## src/rtl/core/climate_relay_cycle_scheduler_top_macros.svh

```systemverilog
// assertion macros shared by the climate relay cycle scheduler rtl
`ifndef CLIMATE_RELAY_CYCLE_SCHEDULER_TOP_MACROS_SVH
`define CLIMATE_RELAY_CYCLE_SCHEDULER_TOP_MACROS_SVH

// same-cycle implication, checked outside reset
`define CRCS_ASSERT_SAME(label, clk, rst_n, ante, cons, msg) \
    label: assert property (@(posedge clk) disable iff (!rst_n) (ante) |-> (cons)) \
        else $error(msg);

// next-cycle implication, checked outside reset
`define CRCS_ASSERT_NEXT(label, clk, rst_n, ante, cons, msg) \
    label: assert property (@(posedge clk) disable iff (!rst_n) (ante) |=> (cons)) \
        else $error(msg);

`endif

```

## src/rtl/core/crcs_pkg.sv

```systemverilog
// types, constants and helpers of the climate relay cycle scheduler
`default_nettype none

package crcs_pkg;

    // configuration port
    localparam int unsigned REG_COUNT = 8;
    localparam int unsigned APB_ADDR_W = 5;
    localparam int unsigned APB_DATA_W = 32;

    typedef enum logic [2:0] {
        REG_TEMP_GOAL     = 3'd0,
        REG_TEMP_BAND     = 3'd1,
        REG_HUMID_GOAL    = 3'd2,
        REG_HUMID_BAND    = 3'd3,
        REG_CYCLE_BASE_MS = 3'd4,
        REG_CYCLE_STEP_MS = 3'd5,
        REG_VENT_PCT_BASE = 3'd6,
        REG_HEAT_PCT_BASE = 3'd7
    } crcs_reg_idx_t;

    // register reset values
    localparam logic [11:0] TEMP_GOAL_RST     = 12'd220;
    localparam logic [8:0]  TEMP_BAND_RST     = 9'd20;
    localparam logic [9:0]  HUMID_GOAL_RST    = 10'd500;
    localparam logic [8:0]  HUMID_BAND_RST    = 9'd100;
    localparam logic [26:0] CYCLE_BASE_MS_RST = 27'd1200000;
    localparam logic [25:0] CYCLE_STEP_MS_RST = 26'd600000;
    localparam logic [6:0]  VENT_PCT_BASE_RST = 7'd30;
    localparam logic [6:0]  HEAT_PCT_BASE_RST = 7'd15;

    // default parameter values
    localparam int unsigned TIME_BITS_DEF     = 32;
    localparam int unsigned VENT_STEP_PCT_DEF = 10;
    localparam int unsigned HEAT_STEP_PCT_DEF = 5;

    // settings limits
    localparam logic signed [8:0]  PCT_MAX   = 9'sd100;
    localparam logic signed [28:0] CYCLE_MAX = 29'sh7FFFFFF;

    // cycle / 100 as (cycle * recip) >> shift, exact for a 27 bit cycle
    localparam logic [27:0] DIV100_RECIP = 28'd171798692;
    localparam int unsigned DIV100_SHIFT = 34;
    localparam int unsigned UNIT_W = 21;
    localparam int unsigned OFFSET_W = 28;

    typedef struct packed {
        logic [11:0] temp_goal;
        logic [8:0]  temp_band;
        logic [9:0]  humid_goal;
        logic [8:0]  humid_band;
        logic [26:0] cycle_base_ms;
        logic [25:0] cycle_step_ms;
        logic [6:0]  vent_pct_base;
        logic [6:0]  heat_pct_base;
    } crcs_cfg_t;

    // cycle start request to the deadline pipeline
    typedef struct packed {
        logic        start;
        logic [26:0] cycle;
        logic [6:0]  vent_pct;
        logic [6:0]  heat_pct;
    } crcs_start_t;

    typedef struct packed {
        logic        ventilation_on;
        logic        heating_on;
        logic        cycle_started;
        logic [26:0] cycle_length;
        logic [6:0]  vent_share;
        logic [6:0]  heat_share;
    } crcs_result_t;

    function automatic logic [6:0] clamp_pct(input logic signed [8:0] p);
        logic [6:0] r;
        if (p < 9'sd0)
            r = 7'd0;
        else if (p > PCT_MAX)
            r = PCT_MAX[6:0];
        else
            r = p[6:0];
        return r;
    endfunction

endpackage

`default_nettype wire

```

## src/rtl/core/crcs_deadline.sv

```systemverilog
// three-stage pipeline for the ventilation and heater deadlines
`default_nettype none

module crcs_deadline #(
    parameter int unsigned TIME_BITS = crcs_pkg::TIME_BITS_DEF
) (
    input  wire logic                   clk,
    input  wire logic                   rst_n,
    input  wire crcs_pkg::crcs_start_t  start,
    input  wire logic [TIME_BITS-1:0]   now,
    output      logic [TIME_BITS-1:0]   vent_dl,
    output      logic [TIME_BITS-1:0]   heat_dl,
    output      logic                   busy
);

    localparam int unsigned PROD_W = 27 + 28;

    logic [PROD_W-1:0]              prod;
    logic [crcs_pkg::UNIT_W-1:0]    unit_reg;
    logic [6:0]                     vp1_reg, hp1_reg;
    logic [TIME_BITS-1:0]           base1_reg, base2_reg;
    logic                           s1_vld_reg, s2_vld_reg;
    logic [crcs_pkg::OFFSET_W-1:0]  voff_reg, voff_next;
    logic [crcs_pkg::OFFSET_W-1:0]  hoff_reg, hoff_next;
    logic [TIME_BITS-1:0]           vent_dl_reg, vent_dl_next;
    logic [TIME_BITS-1:0]           heat_dl_reg, heat_dl_next;

    // cycle / 100 by reciprocal multiply
    assign prod = {28'd0, start.cycle} * {27'd0, crcs_pkg::DIV100_RECIP};

    assign voff_next = {7'd0, unit_reg} * {21'd0, vp1_reg};
    assign hoff_next = {7'd0, unit_reg} * {21'd0, hp1_reg};

    assign vent_dl_next = base2_reg + TIME_BITS'(voff_reg);
    assign heat_dl_next = vent_dl_next + TIME_BITS'(hoff_reg);

    always_ff @(posedge clk)
    begin
        unit_reg  <= prod[crcs_pkg::DIV100_SHIFT +: crcs_pkg::UNIT_W];
        vp1_reg   <= start.vent_pct;
        hp1_reg   <= start.heat_pct;
        base1_reg <= now;
        voff_reg  <= voff_next;
        hoff_reg  <= hoff_next;
        base2_reg <= base1_reg;
    end

    always_ff @(posedge clk or negedge rst_n)
    begin
        if (!rst_n)
        begin
            s1_vld_reg  <= 1'b0;
            s2_vld_reg  <= 1'b0;
            vent_dl_reg <= '0;
            heat_dl_reg <= '0;
        end
        else
        begin
            s1_vld_reg <= start.start;
            s2_vld_reg <= s1_vld_reg;
            if (s2_vld_reg)
            begin
                vent_dl_reg <= vent_dl_next;
                heat_dl_reg <= heat_dl_next;
            end
        end
    end

    assign vent_dl = vent_dl_reg;
    assign heat_dl = heat_dl_reg;
    assign busy    = s1_vld_reg || s2_vld_reg;

endmodule

`default_nettype wire

```

## config.mk

```make
export PLATFORM = sky130hd
export DESIGN_NAME = crcs_deadline
export DESIGN_NICKNAME = d
export VERILOG_FILES = /design/src/rtl/core/climate_relay_cycle_scheduler_top_macros.svh /design/src/rtl/core/crcs_pkg.sv /design/src/rtl/core/crcs_deadline.sv
export SDC_FILE = /design/constraint.sdc
export NUM_CORES = 2
export LEC_CHECK = 0
export ABC_CLOCK_PERIOD_IN_PS = 4550
export BUFFER_PORTS_ARGS = -buffer_cell sky130_fd_sc_hd__buf_2
export CAP_MARGIN = 0
export CORE_MARGIN = 1
export CORE_UTILIZATION = 32
export CTS_BUF_LIST = sky130_fd_sc_hd__clkbuf_8
export DETAILED_ROUTE_END_ITERATION = 6
export SYNTH_ARGS = -nofsm -noshare
export SYNTH_HDL_FRONTEND = slang
export SYNTH_SLANG_ARGS = --single-unit
```

## constraint.sdc

```tcl
create_clock -name clk -period 4.55 [get_ports clk]
set_input_delay 0.2275 -clock clk [delete_from_list [all_inputs] [get_ports clk]]
set_output_delay 0.2275 -clock clk [all_outputs]
set_load 0.005 [all_outputs]
```

Yosys cells after proc, flatten, opt, wreduce, memory -nomap -nowiden:

Index checks and enable logic that the tools add are counted.

* register bits: 221
* bits in latches: 0
* bits in writable memories: 0
* memory bits (read-only): 0
* input bits: 76
* word-level logic and storage cells: 17
* memories kept: 0

* $add $sub $neg: 2
* $mul: 3
* divide/modulo/power cells: 0
* order comparisons: 0
* equal/unequal tests: 0
* shift-type cells: 0
* mux-type cells: 0
* bitwise operators: 0
* reduce and logical (&&, ||, !) cells: 1

Operator list (number)
* $add A32 B28 Y32: 2
* $mul A21 B7 Y28: 2
* $mul A27 B26 Y53 const B: 1
* $logic_or A1 B1 Y1: 1

Longest topological paths before layout:

* word-level depth: 2
* depth in mapped cells: 23
* gate-level depth less buffers: 23

Worst setup path before layout:

No wires, ideal clock.

* kind: input port to flip-flop
* start: in start[26] (netlist name)
* end: reg unit_reg[6] (netlist name)
* setup time: 0.126 ns
* arrival time: 5.651 ns
* required time: 4.424 ns
* slack: -1.227 ns
* cell stages on the path: 21
* cell sequence: ha_1 -> fa_1 -> fa_1 -> inv_1 -> fa_1 -> inv_1 -> fa_1 -> fa_1 -> inv_1 -> fa_1 -> inv_1 -> ha_1 -> a21o_1 -> a21o_1 -> a21o_1 -> a21o_1 -> a221o_1 -> a221o_1 -> a211oi_1 -> o211ai_1 -> xor2_1

* word-level cells in the longest chain between the ends: 1

Ends and longest elaborated chain
* start, declared: line crcs_deadline.sv:9 `input wire crcs_pkg::crcs_start_t start,`
* $mul A27 B26 Y53: line crcs_deadline.sv:29 `assign prod = {28'd0, start.cycle} * {27'd0, crcs_pkg::DIV100_RECIP};`
* via prod[40]: line crcs_deadline.sv:18 `logic [PROD_W-1:0] prod;`
* end signal, assigned: line crcs_deadline.sv:39 `unit_reg <= prod[crcs_pkg::DIV100_SHIFT +: crcs_pkg::UNIT_W];`
* end, declared: line crcs_deadline.sv:19 `logic [crcs_pkg::UNIT_W-1:0] unit_reg;`

The timed path passes the listed nets, and every way through them passes these cells.
A chain may end at the register's enable or synchronous reset.

Worst setup path after layout:

* start: in start[21] (netlist name)
* end: reg unit_reg[19] (netlist name)

The elaborated chain is that of the path after synthesis.

==> key figures <==
Outcome
  – Status: complete, but fails checks
  – Failing checks: negative setup slack

Worst hold path
  – Hold Crit Class: input pin to async pin

Logic synthesis
  – Post-Synthesis Cells: 2887
  – Main synth FF type: dfxtp_1
  – Yosys reg bits: 221
  – EDFF count, synth: 0
  – Largest cells by area after synthesis: fa_1 (31%), ha_1 (20%), dfxtp_1 (11%), inv_1 (7.4%), dfrtp_1 (5.8%)
  – Synth async-reset ratio: 29.86%
  – Top cell type by total area after synthesis: fa_1
  – Yosys cell types: 87
  – Yosys top cell area share: 30.74%
  – Yosys Warn Count: 0
  – Syn nets: 3853
  – Register area share after synthesis: 16.63%
  – Synthesized area per cell: 9.902 sq um
  – Synthesized cell area: 28590 sq um

Global route
  – Total GRT Usage: 16.72%
  – First-pass GRT wire length: 120.8 mm
  – Vias in the first global route: 23580
  – Initial antenna violation count: 0
  – GRT overflow: 0
  – Pin count of the biggest net entering global routing: 37

STA
  – Final setup viols: 31
  – Worst-margin pin slew: 0.7063 ns
  – Fmax: 0.1871 GHz
  – Final number of hold-violating endpoints: 0
  – Relative slew slack: 52.91%
  – Worst setup margin: -0.7960 ns
  – Tcrit/Tclk final: 117.5%
  – RSZ-0062 raised after global routing: yes
  – Tmin final: 5.346 ns
  – Max Slew Vio Count: 0
  – Worst Skew: 0.02969 ns
  – Hold_ws: 0.2314 ns

Clock tree
  – Sink Count: 221
  – Worst skew pair latency: 0.59 ns
  – CTS tree: yes
  – Num CTS Buffers: 40
  – CTS Root Cell: clkbuf_8
  – H-tree Lvls: 2
  – Clock slew at reported path FFs: 0.06 ns
  – Clock Path Buffers: 3

Floorplan
  – Die area: 90530 sq um
  – Initial core utilization: 32.35%
  – Die Wd: 300.9 um
  – Core Area: 88370 sq um
  – Top-Level Pins: 141
  – # rows: 109
  – Die Y: 300.9 um

Drt
  – DR iter-0 viols: 807
  – Via count: 21890
  – Drt pass-1 iters: 5
  – Post-Route WL: 74.92 mm
  – DRT antenna net count: 0
  – DRC Markers: 0
  – Vias/cell: 4.606
  – Avg WL per Cell: 15.76 um

Job
  – Max Cap Viol: 0

Finish
  – Fin util: 42.68%
  – Layout cells sized above 1: 29.36%
  – Area of the multi-input gates: 22820 sq um
  – Post-Layout Cell Count: 4753
  – FF/Latch Area: 4815 sq um
  – Number of fill cells: 8422
  – Layout Nets: 4523
  – Layout area overhead: 31.93%

Critical path
  – Type of element capturing the critical path: register
  – Startpoint Class: input pin
  – CP Max Fanout: 5
  – WP data arrival: 5.84 ns
  – Worst endpoint required time: 5.05 ns
  – Setup CP Type: input pin to register

Placed design
  – Gpl congestion: 0.9094
  – Port Buf Inserts: 140
  – Post-DP HPWL: 63.39 mm
  – Placement Setup Slack: -1.544 ns
  – Placed insts: 4574
[critical path: stages]
cell,delay (ns)
buf_4,0.14
buf_4,0.14
fa_1,0.43
ha_1,0.30
inv_2,0.04
fa_1,0.54
inv_2,0.04
fa_1,0.53
fa_2,0.43
fa_1,0.49
inv_1,0.05
fa_1,0.49
inv_2,0.05
ha_4,0.26
and4_4,0.23
nand4bb_4,0.13
o21ai_2,0.17
a221oi_2,0.06
and3b_2,0.25
a211o_1,0.31
nand3_2,0.11
buf_6,0.12
nor2_2,0.05
o311ai_2,0.26
[cell families after synthesis]
group / count (synthesis) / share of synthesized area (%)
fa+ha+maj: 890 / 50.48
mux: 47 / 1.847
buf+inv: 638 / 8.386
compound gates: 406 / 9.708
xor+xnor: 113 / 3.488
simple gates: 572 / 9.454
flops: 221 / 16.63
[per-layer routing]
| layer | GRT usage [%] | share of wire [%] | routed length (um) |
|---|---|---|---|
| met2 | 30.05 | 50 | 37170 |
| met4 | 4.544 | 2.8 | 2095 |
| met1 | 21.08 | 44 | 33170 |
| met3 | 1.818 | 3.3 | 2489 |
| met5 | 0 | 0 | 0 |
[Yosys cell counts (9+ instances only)]
library cell / instances
nand3_1: 40
xnor2_1: 76
nand2b_1: 11
dfrtp_1: 66
ha_1: 451
a21oi_1: 115
clkbuf_1: 68
and3_1: 18
a211oi_1: 15
nand2_1: 280
nand4_1: 9
fa_1: 439
mux2_2: 46
a31oi_1: 9
o31ai_1: 10
nor2_1: 74
a21o_1: 60
dfxtp_1: 155
xor2_1: 36
o21ai_0: 63
o21a_1: 23
o21bai_1: 19
nor3_1: 13
nor2b_1: 16
inv_1: 567
o211ai_1: 10
and2_1: 76
[cells in the final DEF (no fill, tap or decap), drive strengths merged, types with 23 or more instances in the layout]
cell type      n
buf          650
dfrtp         66
ha           451
nor2          74
o21a          23
a21o          60
xnor2         76
fa           439
dfxtp        155
nand2        280
o21ai         70
inv          578
clkbuf        47
xor2          37
nand3         40
a21oi        119
dlygate4sd3   48
and2          76
mux2          46
[timing repair]
action                                  in CTS  in global routing
endpoints found under the hold margin       78                  0
endpoints found under the setup margin      56                 58
hold buffers                                48                  0
buffers inserted                            36                 28
pin swaps                                  134                136
gates resized for setup                    215                161
[layout make-up]
type,count,share of cell area [%]
Multi-Input combinational cell,2028,60.51
Timing Repair Buffer,699,14.77
Sequential cell,221,12.77
Inverter,567,5.643
Tap cell,1165,3.865
Clock buffer,46,1.679
Clock inverter,26,0.7597
Antenna cell,1,0.006635
[through the flow]
stage	cell area, sq um	TNS (ns)
after floorplan	28730	-14.30
after global placement	34240	-39.09
after detailed placement	34240	-41.06
after CTS	36740	-13.60
after global routing	37710	-18.32
final	37710	-13.62
[final timing paths]
path | startpoint | endpoint | slack, ns | depth (start not counted)
hold / removal | rst_n | heat_dl[4]$_DFFE_PN0P_ | 0.23 | 2
setup reg to reg | unit_reg[13]$_DFF_P_ | voff_reg[26]$_DFF_P_ | -0.22 | 18
min in group clk | start[9] | vp1_reg[2]$_DFF_P_ | 0.27 | 2
max in group asynchronous | rst_n | s2_vld_reg$_DFF_PN0_ | 3.39 | 3
setup / recovery | start[21] | unit_reg[19]$_DFF_P_ | -0.80 | 24
hold reg to reg | base1_reg[25]$_DFF_P_ | base2_reg[25]$_DFF_P_ | 0.32 | 0
Power is not shown: default switching activity piles up to over one toggle a cycle in this logic, so the estimate is an artifact.
