### src/rtl/core/climate_relay_cycle_scheduler_top_macros.svh
// assertion macros shared by the climate relay cycle scheduler rtl
`ifndef CLIMATE_RELAY_CYCLE_SCHEDULER_TOP_MACROS_SVH
`define CLIMATE_RELAY_CYCLE_SCHEDULER_TOP_MACROS_SVH

// same-cycle implication, checked outside reset
`define CRCS_ASSERT_SAME(label, clk, rst_n, ante, cons, msg) \
    label: assert property (@(posedge clk) disable iff (!rst_n) (ante) |-> (cons)) \
        else $error(msg);

// next-cycle implication, checked outside reset
`define CRCS_ASSERT_NEXT(label, clk, rst_n, ante, cons, msg) \
    label: assert property (@(posedge clk) disable iff (!rst_n) (ante) |=> (cons)) \
        else $error(msg);

`endif

### src/rtl/core/crcs_pkg.sv
// types, constants and helpers of the climate relay cycle scheduler
`default_nettype none

package crcs_pkg;

    // configuration port
    localparam int unsigned REG_COUNT = 8;
    localparam int unsigned APB_ADDR_W = 5;
    localparam int unsigned APB_DATA_W = 32;

    typedef enum logic [2:0] {
        REG_TEMP_GOAL     = 3'd0,
        REG_TEMP_BAND     = 3'd1,
        REG_HUMID_GOAL    = 3'd2,
        REG_HUMID_BAND    = 3'd3,
        REG_CYCLE_BASE_MS = 3'd4,
        REG_CYCLE_STEP_MS = 3'd5,
        REG_VENT_PCT_BASE = 3'd6,
        REG_HEAT_PCT_BASE = 3'd7
    } crcs_reg_idx_t;

    // register reset values
    localparam logic [11:0] TEMP_GOAL_RST     = 12'd220;
    localparam logic [8:0]  TEMP_BAND_RST     = 9'd20;
    localparam logic [9:0]  HUMID_GOAL_RST    = 10'd500;
    localparam logic [8:0]  HUMID_BAND_RST    = 9'd100;
    localparam logic [26:0] CYCLE_BASE_MS_RST = 27'd1200000;
    localparam logic [25:0] CYCLE_STEP_MS_RST = 26'd600000;
    localparam logic [6:0]  VENT_PCT_BASE_RST = 7'd30;
    localparam logic [6:0]  HEAT_PCT_BASE_RST = 7'd15;

    // default parameter values
    localparam int unsigned TIME_BITS_DEF     = 32;
    localparam int unsigned VENT_STEP_PCT_DEF = 10;
    localparam int unsigned HEAT_STEP_PCT_DEF = 5;

    // settings limits
    localparam logic signed [8:0]  PCT_MAX   = 9'sd100;
    localparam logic signed [28:0] CYCLE_MAX = 29'sh7FFFFFF;

    // cycle / 100 as (cycle * recip) >> shift, exact for a 27 bit cycle
    localparam logic [27:0] DIV100_RECIP = 28'd171798692;
    localparam int unsigned DIV100_SHIFT = 34;
    localparam int unsigned UNIT_W = 21;
    localparam int unsigned OFFSET_W = 28;

    typedef struct packed {
        logic [11:0] temp_goal;
        logic [8:0]  temp_band;
        logic [9:0]  humid_goal;
        logic [8:0]  humid_band;
        logic [26:0] cycle_base_ms;
        logic [25:0] cycle_step_ms;
        logic [6:0]  vent_pct_base;
        logic [6:0]  heat_pct_base;
    } crcs_cfg_t;

    // cycle start request to the deadline pipeline
    typedef struct packed {
        logic        start;
        logic [26:0] cycle;
        logic [6:0]  vent_pct;
        logic [6:0]  heat_pct;
    } crcs_start_t;

    typedef struct packed {
        logic        ventilation_on;
        logic        heating_on;
        logic        cycle_started;
        logic [26:0] cycle_length;
        logic [6:0]  vent_share;
        logic [6:0]  heat_share;
    } crcs_result_t;

    function automatic logic [6:0] clamp_pct(input logic signed [8:0] p);
        logic [6:0] r;
        if (p < 9'sd0)
            r = 7'd0;
        else if (p > PCT_MAX)
            r = PCT_MAX[6:0];
        else
            r = p[6:0];
        return r;
    endfunction

endpackage

`default_nettype wire

### src/rtl/core/crcs_regs.sv
// apb configuration register file
`default_nettype none

module crcs_regs (
    input  wire logic                                clk,
    input  wire logic                                rst_n,
    input  wire logic                                psel,
    input  wire logic                                penable,
    input  wire logic                                pwrite,
    input  wire logic [crcs_pkg::APB_ADDR_W-1:0]     paddr,
    input  wire logic [crcs_pkg::APB_DATA_W-1:0]     pwdata,
    output      logic [crcs_pkg::APB_DATA_W-1:0]     prdata,
    output      logic                                pready,
    output      crcs_pkg::crcs_cfg_t                 cfg
);

    crcs_pkg::crcs_cfg_t   cfg_reg;
    crcs_pkg::crcs_cfg_t   cfg_next;
    crcs_pkg::crcs_reg_idx_t idx;
    logic                  wr_en;

    assign idx    = crcs_pkg::crcs_reg_idx_t'(paddr[crcs_pkg::APB_ADDR_W-1:2]);
    assign wr_en  = psel && penable && pwrite;
    assign pready = 1'b1;
    assign cfg    = cfg_reg;

    always_comb
    begin
        cfg_next = cfg_reg;
        if (wr_en)
        begin
            case (idx)
                crcs_pkg::REG_TEMP_GOAL:     cfg_next.temp_goal     = pwdata[11:0];
                crcs_pkg::REG_TEMP_BAND:     cfg_next.temp_band     = pwdata[8:0];
                crcs_pkg::REG_HUMID_GOAL:    cfg_next.humid_goal    = pwdata[9:0];
                crcs_pkg::REG_HUMID_BAND:    cfg_next.humid_band    = pwdata[8:0];
                crcs_pkg::REG_CYCLE_BASE_MS: cfg_next.cycle_base_ms = pwdata[26:0];
                crcs_pkg::REG_CYCLE_STEP_MS: cfg_next.cycle_step_ms = pwdata[25:0];
                crcs_pkg::REG_VENT_PCT_BASE: cfg_next.vent_pct_base = pwdata[6:0];
                crcs_pkg::REG_HEAT_PCT_BASE: cfg_next.heat_pct_base = pwdata[6:0];
                default:                     cfg_next = cfg_reg;
            endcase
        end
    end

    always_ff @(posedge clk or negedge rst_n)
    begin
        if (!rst_n)
        begin
            cfg_reg.temp_goal     <= crcs_pkg::TEMP_GOAL_RST;
            cfg_reg.temp_band     <= crcs_pkg::TEMP_BAND_RST;
            cfg_reg.humid_goal    <= crcs_pkg::HUMID_GOAL_RST;
            cfg_reg.humid_band    <= crcs_pkg::HUMID_BAND_RST;
            cfg_reg.cycle_base_ms <= crcs_pkg::CYCLE_BASE_MS_RST;
            cfg_reg.cycle_step_ms <= crcs_pkg::CYCLE_STEP_MS_RST;
            cfg_reg.vent_pct_base <= crcs_pkg::VENT_PCT_BASE_RST;
            cfg_reg.heat_pct_base <= crcs_pkg::HEAT_PCT_BASE_RST;
        end
        else
        begin
            cfg_reg <= cfg_next;
        end
    end

    // zero-extended readback
    always_comb
    begin
        case (idx)
            crcs_pkg::REG_TEMP_GOAL:     prdata = {20'd0, cfg_reg.temp_goal};
            crcs_pkg::REG_TEMP_BAND:     prdata = {23'd0, cfg_reg.temp_band};
            crcs_pkg::REG_HUMID_GOAL:    prdata = {22'd0, cfg_reg.humid_goal};
            crcs_pkg::REG_HUMID_BAND:    prdata = {23'd0, cfg_reg.humid_band};
            crcs_pkg::REG_CYCLE_BASE_MS: prdata = {5'd0, cfg_reg.cycle_base_ms};
            crcs_pkg::REG_CYCLE_STEP_MS: prdata = {6'd0, cfg_reg.cycle_step_ms};
            crcs_pkg::REG_VENT_PCT_BASE: prdata = {25'd0, cfg_reg.vent_pct_base};
            crcs_pkg::REG_HEAT_PCT_BASE: prdata = {25'd0, cfg_reg.heat_pct_base};
            default:                     prdata = '0;
        endcase
    end

endmodule

`default_nettype wire

### config.mk
export PLATFORM = sky130hd
export DESIGN_NAME = crcs_regs
export DESIGN_NICKNAME = d
export VERILOG_FILES = /design/src/rtl/core/climate_relay_cycle_scheduler_top_macros.svh /design/src/rtl/core/crcs_pkg.sv /design/src/rtl/core/crcs_regs.sv
export SDC_FILE = /design/constraint.sdc
export NUM_CORES = 1
export LEC_CHECK = 0
export ABC_AREA = 1
export BUFFER_PORTS_ARGS = -buffer_cell sky130_fd_sc_hd__buf_2
export CAP_MARGIN = 20
export CORE_ASPECT_RATIO = 0.5
export CORE_MARGIN = 2
export CORE_UTILIZATION = 40
export DETAILED_ROUTE_END_ITERATION = 12
export HOLD_SLACK_MARGIN = 0.03
export PLACE_DENSITY = 0.67
export SLEW_MARGIN = 5
export SYNTH_ARGS = -nofsm -noshare
export SYNTH_HDL_FRONTEND = slang
export SYNTH_SLANG_ARGS = --single-unit
### constraint.sdc
create_clock -name clk -period 1.9 [get_ports clk]
set_input_delay 0.38 -clock clk [delete_from_list [all_inputs] [get_ports clk]]
set_output_delay 0.38 -clock clk [all_outputs]
set_load 0.03 [all_outputs]
* Word level (Yosys, flattened, before mapping)
Index checks and enable logic that the tools add are counted.
** Operators by class
- Equal/unequal tests :: 7
- Multiplexer cells :: 1
- Reduce and logical (&&, ||, !) cells :: 11
** Operator list (count)
- $pmux 32 s8 :: 1
- $reduce_and 2->1 :: 8
- $eq 3x3->1 const B :: 4
- $eq 3x2->1 const B :: 2
- $eq 3x1->1 const B :: 1
- $logic_not 3->1 :: 1
- $logic_and 1x1->1 :: 2
** Word-level totals
- Register bits :: 107
- Input bits :: 42
- Output and inout port bits :: 140
- Word-level logic and storage cells :: 27

* Depth between registers and ports, before layout
Gate-level depths: netlist of run 1.
- Word-level depth :: 3
- Depth in mapped cells :: 8
- Depth with buffers taken out :: 5

* Worst setup path after synthesis of run 1
Ideal clock, no wire load.
- Path kind :: input to output
- From :: in paddr[3] in the netlist's numbering
- To :: out prdata[12] in the netlist's numbering
- Arrival time :: 1.630 ns
- Required time :: 1.520 ns
- Slack :: -0.110 ns
- Cell stages on the path :: 7
- Path through :: buf_4 inv_2 buf_6 nand3_1 buf_2 buf_2 o22ai_1
** On the way
- Word-level cells in the longest chain between the ends :: 2
- Elaborated cells on any way between the ends :: 9
- Classes of those cells :: eq/ne (7); mux (1); reduce/logical (1)
** Ends and longest elaborated chain
- start: declaration :: line crcs_regs.sv:10 : input wire logic [crcs_pkg::APB_ADDR_W-1:0] paddr,
- $eq 3x3->1, or another cell as far along :: line crcs_regs.sv:68 : case (idx)
- $pmux 32 s8 (*) :: line crcs_regs.sv:68
- end: declaration :: line crcs_regs.sv:12 : output logic [crcs_pkg::APB_DATA_W-1:0] prdata,
Every way passes the cells marked *; elsewhere a longest branch is shown, timed or not. The select of a mux whose other input is x is not followed.

* Worst setup path after layout of run 1
- From :: in paddr[3] in the netlist's numbering
- To :: out prdata[17] in the netlist's numbering
Same word-level chain as after synthesis.

==> summary.json, run 1 <==
{
  "route.detailed.wl_per_inst_um": 15.6,
  "dp_cells": 923,
  "multi_input_logic_area_um2": 1800,
  "crit_chain": "buf_2 -> inv_4 -> nand3_1 -> buf_4 -> o22ai_1 -> buf_2",
  "critPathMaxStageDelay_ps": 240,
  "critical-path-top-delay-family": "buffers and inverters",
  "tritoncts_clock_tree": "built",
  "worstSetupStartpointType": "primary input",
  "category_of_the_worst_setup_path_capture_point": "primary output",
  "timing_hold_violations_final": 0,
  "fin_worst_skew_ps": 0,
  "post-cts-setup-buffers": 0,
  "detailedRoute.firstIterationViolations": 235,
  "fin_nets": 812,
  "clock_path_buffers": 2,
  "report.final.setup_viol": 0,
  "final_layout_size_suffix_gt1_share_pct": 34.3,
  "setup.worst_path.class": "primary input to primary output",
  "largest_net_degree_at_the_start_of_global_routing": 33,
  "layout_worst_path_cycle_share_pct": 96.7,
  "worst_path_max_delay_cell": "sky130_fd_sc_hd__buf_2",
  "antenna_found_initial": 1,
  "fin_ws_ps": 63.6,
  "drc": 0,
  "dp_slack_ps": 5.91,
  "final-seq-area_um2": 2730,
  "slew_headroom_pct": 57.0,
  "class_of_the_most_critical_hold_timing_path": "primary input to flop",
  "die_w_um": 163,
  "cts_max_level": 3,
  "clockRootBuffer": "sky130_fd_sc_hd__clkbuf_16",
  "critical_path_peak_fanout": 13,
  "rows": 28,
  "floorplan.core_area_um2": 12100,
  "detailedRoute.firstPassIterationCount": 4,
  "crit_path_frequent_cell": "sky130_fd_sc_hd__buf_2",
  "largest_register_ffs": 107,
  "post_drt_antenna_nets": 0,
  "grt_first_pass_wirelength_um": 23900,
  "hold_start": "pwdata[26]",
  "p_leak_nw": 3.33,
  "synth-warning-count": 0,
  "grt_pass1_vias": 4673,
  "area_growth_syn_to_layout_pct": 30.3,
  "routed_wirelength_um": 14600,
  "design.portCount": 182,
  "crit_path_start": "paddr[3]",
  "detail_route.vias_per_cell": 5.06,
  "most_used_cells_in_the_layout_excluding_fill_and_tap_cells": "sky130_fd_sc_hd__buf_2, sky130_fd_sc_hd__nand2_1, sky130_fd_sc_hd__o21ai_0, sky130_fd_sc_hd__inv_1, sky130_fd_sc_hd__dfrtp_1",
  "cap_viol_max_count": 0,
  "critical_path_required_ps": 1520,
  "cts_made_buffers": 9,
  "fillerInstances": 1104,
  "seq_area_frac_synth_pct": 54.2,
  "most_common_cell_after_layout_fill_and_taps_aside": "sky130_fd_sc_hd__buf_2",
  "place.port_buffers": 168,
  "path_clk_slew_ps": 70,
  "global_route.usage.total_pct": 22.5,
  "netlist-cell-type-count": 27,
  "global_route.overflow_total": 0,
  "synth-seq-cells": 107,
  "syn-instance-count": 602,
  "final.hold.worst_slack_ps": 225,
  "reg2reg_from": "cfg[8]",
  "syn_area_um2": 5030,
  "syn-mean-instance-area_um2": 8.36,
  "finalWorstPathRequiredPeriod_ps": 1840,
  "initial_core_util_pct": 41.8,
  "cellPowerDensity_nw_per_um2": 1230,
  "diode_insertion_count_for_antenna_repair": 0,
  "hpwl_um": 10600,
  "worst_ep_arrival_time_ps": 1460,
  "drv_slew": 0,
  "final.setup.tns_ps": 0,
  "place.gp.congestion": 0.829,
  "vias": 4758,
  "die-height_um": 83.3,
  "numClockSinks": 107,
  "final_cells": 940,
  "worst_ir_drop_vdd_mv": 0.507,
  "run_status": "finished, final reports clean",
  "cp_num_buf_inv": 4,
  "worst_skew_pair.late_latency_ps": 350,
  "worst_slew_pin_slew_ps": 645,
  "fmaxAchievable_mhz": 545,
  "die_area_um2": 13500
}
## logic make-up after synthesis
kind of cell           share of synthesized area [%]
buffers and inverters                           10.4
AO/OA/AOI/OAI                                   12.9
AND/OR/NAND/NOR                                 22.4
flip-flops                                      54.2
other                                          0.149
## final cells by class
class / count / area share [%]
clock buffer: 10 / 3.64
multi-input combinational: 383 / 27.5
timing repair buffer: 198 / 18.7
tap: 165 / 3.15
sequential: 107 / 41.6
clock inverter: 6 / 1.35
inverter: 71 / 4.10
## stage by stage
stage | area, µm² | util (%) | total power, W
6_report | 6560 | 54.4 | 0.00806
5_1_grt | 6560 | 54.4 | 0.00847
4_1_cts | 6530 | 54.2 | 0.00811
3_5_place_dp | 6190 | 51.3 | 0.00602
3_3_place_gp | 6190 | 51.3 | 0.00598
2_1_floorplan | 5050 | - | 0.00509
## worst paths after layout
kind	endpoint	slack, ps	cells after the start
worst max-delay path	prdata[17]	60	6
worst min-delay path	cfg[66]	220	3
worst max register to register	cfg[8]	1050	2
worst min register to register	cfg[24]	490	2
max in group asynchronous	cfg[82]	730	3
min in group asynchronous	cfg[34]	520	2
## cells in the mapped netlist
cell type / count / area share [%]
sky130_fd_sc_hd__nand2_1: 133 / 9.9
sky130_fd_sc_hd__o22ai_1: 14 / 1.7
sky130_fd_sc_hd__buf_4: 11 / 1.6
sky130_fd_sc_hd__nand3_2: 2 / 0.40
sky130_fd_sc_hd__buf_6: 3 / 0.67
sky130_fd_sc_hd__inv_1: 68 / 5.1
sky130_fd_sc_hd__nor3_1: 2 / 0.20
sky130_fd_sc_hd__inv_2: 3 / 0.22
sky130_fd_sc_hd__nor3_4: 1 / 0.32
sky130_fd_sc_hd__or2_1: 1 / 0.12
sky130_fd_sc_hd__nand4_1: 40 / 5.0
sky130_fd_sc_hd__nor2_1: 46 / 3.4
sky130_fd_sc_hd__clkbuf_1: 9 / 0.67
sky130_fd_sc_hd__o21ai_1: 3 / 0.30
sky130_fd_sc_hd__buf_1: 3 / 0.22
sky130_fd_sc_hd__nor3_2: 1 / 0.20
sky130_fd_sc_hd__dfstp_2: 40 / 21
sky130_fd_sc_hd__nor2_4: 1 / 0.22
sky130_fd_sc_hd__nand2_2: 2 / 0.25
sky130_fd_sc_hd__nor2_2: 2 / 0.25
sky130_fd_sc_hd__buf_2: 19 / 1.9
sky130_fd_sc_hd__nand3_1: 21 / 2.1
sky130_fd_sc_hd__dfrtp_1: 67 / 33
sky130_fd_sc_hd__conb_1: 2 / 0.15
sky130_fd_sc_hd__o21ai_0: 88 / 8.8
sky130_fd_sc_hd__o211ai_1: 2 / 0.30
sky130_fd_sc_hd__a21oi_1: 18 / 1.8
## worst register-to-register path, stage by stage, from the launching register on
cell,delay (ps)
sky130_fd_sc_hd__dfstp_2,530
sky130_fd_sc_hd__inv_1,50
sky130_fd_sc_hd__o21ai_0,190
## routing by layer
layer,vias up,wire length (µm),global-route usage (%)
met3,22,988,6.29
met1,2298,6360,28.7
met4,0,255,7.48
met5,-,0,0
li1,2283,-,-
met2,155,7030,37.1
## timing repair
item	4_1_cts	5_1_grt
hold endpoints to repair	17	0
setup endpoints to repair	1	18
gates cloned	0	0
hold buffers	1	0
gates resized for setup	1	15
## where the power goes
part           internal, W  leakage, nW  total (W)  switching (W)
Clock              0.00119        0.155    0.00207       0.000876
Combinational     0.000758         1.96    0.00271        0.00195
Sequential         0.00291         1.22    0.00328       0.000368
No activity file was read; power rests on OpenSTA's default activity.
==> run 2: changes to the inputs <==
- PLACE_DENSITY: 0.67 -> 0.69
- REMOVE_ABC_BUFFERS: default -> 1
- TNS_END_PERCENT: default -> 1
==> summary.json, run 2 (synthesized netlist as in run 1, its figures left out) <==
{
  "global_route.usage.total": {"value": 21.8, "unit": "%", "change": "-0.67 points"},
  "grt_first_pass_wirelength": {"value": 23200, "unit": "µm", "change": "-3.0%"},
  "int_pwr": {"value": 0.00485, "unit": "W", "change": "-0.34%"},
  "vias": {"value": 4697, "change": "-1.3%"},
  "timing_hold_violations_final": {"value": 0, "change": "unchanged"},
  "most_common_cell_after_layout_fill_and_taps_aside": "sky130_fd_sc_hd__buf_2",
  "setup.worst_path.class": "primary input to primary output",
  "psw": {"value": 0.00315, "unit": "W", "change": "-1.6%"},
  "largest_register_ffs": {"value": 107, "change": "unchanged"},
  "final_layout_size_suffix_gt1_share": {"value": 34.3, "unit": "%", "change": "about the same"},
  "fin_ws": {"value": 96.1, "unit": "ps", "change": "+32.5 ps"},
  "layout_worst_path_cycle_share": {"value": 94.9, "unit": "%", "change": "-1.7 points"},
  "dp_cells": {"value": 926, "change": "+0.33%"},
  "post_drt_antenna_nets": {"value": 0, "change": "unchanged"},
  "numClockSinks": {"value": 107, "change": "unchanged"},
  "place.port_buffers": {"value": 168, "change": "unchanged"},
  "category_of_the_worst_setup_path_capture_point": "primary output",
  "sequentialPowerShare": {"value": 41.0, "unit": "%", "change": "+0.3 points"},
  "detailedRoute.firstPassIterationCount": {"value": 5, "change": "+1"},
  "dp_slack": {"value": -36.8, "unit": "ps", "change": "-42.7 ps"},
  "global_route.overflow_total": {"value": 0, "change": "unchanged"},
  "worst_ep_arrival_time": {"value": 1420, "unit": "ps", "change": "-40 ps"},
  "report.final.setup_viol": {"value": 0, "change": "unchanged"},
  "fillerInstances": {"value": 1168, "change": "+5.8%"},
  "post-route-util": {"value": 54.1, "unit": "%", "change": "-0.28 points"},
  "diode_insertion_count_for_antenna_repair": {"value": 0, "change": "unchanged"},
  "cts_made_buffers": {"value": 9, "change": "unchanged"},
  "path_clk_slew": {"value": 70, "unit": "ps", "change": "about the same"},
  "final.setup.tns": {"value": 0, "unit": "ps", "change": "unchanged"},
  "grt_pass1_vias": {"value": 4428, "change": "-5.2%"},
  "final_cells": {"value": 943, "change": "+0.32%"},
  "p_leak": {"value": 3.34, "unit": "nW", "change": "+0.18%"},
  "tritoncts_clock_tree": "built",
  "fmaxAchievable": {"value": 554, "unit": "MHz", "change": "+1.8%"},
  "die_area": {"value": 13500, "unit": "µm²", "change": "unchanged"},
  "setup_repair_after_global_routing_missed_its_margin": "false",
  "rows": {"value": 28, "change": "unchanged"},
  "hpwl": {"value": 10200, "unit": "µm", "change": "-3.7%"},
  "clockRootBuffer": "sky130_fd_sc_hd__clkbuf_16",
  "rr_worst_depth": {"value": 2, "change": "unchanged"},
  "worst-r2r-setup-slack": {"value": 1070, "unit": "ps", "change": "+20 ps"},
  "initial_core_util": {"value": 41.8, "unit": "%", "change": "unchanged"},
  "drv_slew": {"value": 0, "change": "unchanged"},
  "place.gp.congestion": {"value": 0.812, "change": "-2.0%"},
  "slew_headroom": {"value": 58.5, "unit": "%", "change": "+1.5 points"},
  "clock_path_buffers": {"value": 2, "change": "unchanged"},
  "floorplan.core_area": {"value": 12100, "unit": "µm²", "change": "unchanged"},
  "critical_path_required": {"value": 1520, "unit": "ps", "change": "about the same"},
  "multi_input_logic_area": {"value": 1800, "unit": "µm²", "change": "+0.14%"},
  "crit_path_start": "paddr[4]",
  "area_growth_syn_to_layout_pct": 29.7,
  "most_used_cells_in_the_layout_excluding_fill_and_tap_cells": "sky130_fd_sc_hd__buf_2, sky130_fd_sc_hd__nand2_1, sky130_fd_sc_hd__o21ai_0, sky130_fd_sc_hd__inv_1, sky130_fd_sc_hd__dfrtp_1",
  "die-height": {"value": 83.3, "unit": "µm", "change": "unchanged"},
  "fin_nets": {"value": 815, "change": "+0.37%"},
  "worst_skew_pair.late_latency": {"value": 340, "unit": "ps", "change": "about the same"},
  "report.power.total": {"value": 0.00799, "unit": "W", "change": "-0.82%"},
  "class_of_the_most_critical_hold_timing_path": "primary input to flop",
  "setup.worst_path.end": "prdata[11]",
  "detail_route.vias_per_cell": {"value": 4.98, "change": "-1.6%"},
  "cap_viol_max_count": {"value": 0, "change": "unchanged"},
  "p_clk_share": {"value": 25.5, "unit": "%", "change": "-0.2 points"},
  "cellPowerDensity": {"value": 1220, "unit": "nW/µm²", "change": "-0.31%"},
  "detailedRoute.firstIterationViolations": {"value": 218, "change": "-7.2%"},
  "antenna_found_initial": {"value": 0, "change": "-1"},
  "fin_worst_skew": {"value": 0, "unit": "ps", "change": "unchanged"},
  "run_status": "finished, final reports clean",
  "worst_slew_pin_slew": {"value": 622, "unit": "ps", "change": "-22.7 ps"},
  "design.portCount": {"value": 182, "change": "unchanged"},
  "route.detailed.wl_per_inst": {"value": 15.5, "unit": "µm", "change": "-0.79%"},
  "worst_ir_drop_vdd": {"value": 0.463, "unit": "mV", "change": "-8.6%"},
  "final-seq-area": {"value": 2730, "unit": "µm²", "change": "unchanged"},
  "finalWorstPathRequiredPeriod": {"value": 1800, "unit": "ps", "change": "-32.5 ps"},
  "worstSetupStartpointType": "primary input",
  "drc": {"value": 0, "change": "unchanged"},
  "power.share.combinational": {"value": 33.5, "unit": "%", "change": "about the same"},
  "post-cts-setup-buffers": {"value": 0, "change": "unchanged"},
  "p_sw_share": {"value": 39.4, "unit": "%", "change": "-0.30 points"},
  "routed_wirelength": {"value": 14600, "unit": "µm", "change": "-0.47%"},
  "die_w": {"value": 163, "unit": "µm", "change": "unchanged"},
  "capturing_point_of_the_worst_reg2reg_path": "cfg[22]",
  "cts_max_level": {"value": 3, "change": "unchanged"},
  "critical_path_peak_fanout": {"value": 20, "change": "+7"},
  "largest_net_degree_at_the_start_of_global_routing": {"value": 47, "change": "+42%"},
  "reg2reg_from": "cfg[22]"
}
[run 2: timing repair]
item                                    in CTS  in global routing
endpoints found under the setup margin       5                  7
resized for setup                            1                  2
hold buffers                                 1                  0
endpoints found under the hold margin       19                  0
[run 2: worst max-delay path, cell delays in order]
cell and delay (ps):
sky130_fd_sc_hd__buf_4 200, sky130_fd_sc_hd__nand3_1 160, sky130_fd_sc_hd__buf_12 200, sky130_fd_sc_hd__inv_1 100, sky130_fd_sc_hd__nand2_1 60, sky130_fd_sc_hd__o211ai_1 80
sky130_fd_sc_hd__buf_2 230
[run 2: per-stage QoR]
step / instance area (µm²) / hold slack (ps)
after floorplan: 4790 / 84.4
after global placement: 6190 / 317
after detailed placement: 6190 / 324
after CTS: 6520 / 232
after global routing: 6530 / 249
final: 6530 / 247
[run 2: worst min path at each step]
stage               startpoint       end  slack (ps)  cells after the start
global route        pwdata[26]   cfg[66]         250                      3
CTS                 pwdata[26]   cfg[66]         230                      3
global placement         rst_n   cfg[65]         320                      1
detailed placement       rst_n   cfg[37]         320                      1
finish              pwdata[26]   cfg[66]         250                      3
floorplan                rst_n  cfg[100]          80                      0
[run 2: cell type report]
cell class | instances | share of cell area (%)
clock buffer | 12 | 3.78
clock inverter | 4 | 1.13
inverter | 71 | 4.08
multi-input combinational | 383 | 27.7
sequential | 107 | 41.8
tap | 165 | 3.16
timing repair buffer | 201 | 18.4
[run 2: layer usage]
| metal | track usage (%) | part of all wire, % |
|---|---|---|
| met1 | 29.6 | 45 |
| met4 | 5.95 | 1.2 |
| met3 | 4.40 | 6.0 |
| met2 | 35.7 | 47 |
| met5 | 0 | 0 |
[run 2: power by group through the flow]
stage | Clock, W | Sequential, W | Combinational (W)
finish | 0.00204 | 0.00328 | 0.00268
global route | 0.00216 | 0.00335 | 0.00288
CTS | 0.00208 | 0.00328 | 0.00270
detailed placement | 0 | 0.00330 | 0.00270
global placement | 0 | 0.00331 | 0.00265
floorplan | 0 | 0.00429 | 0.000746
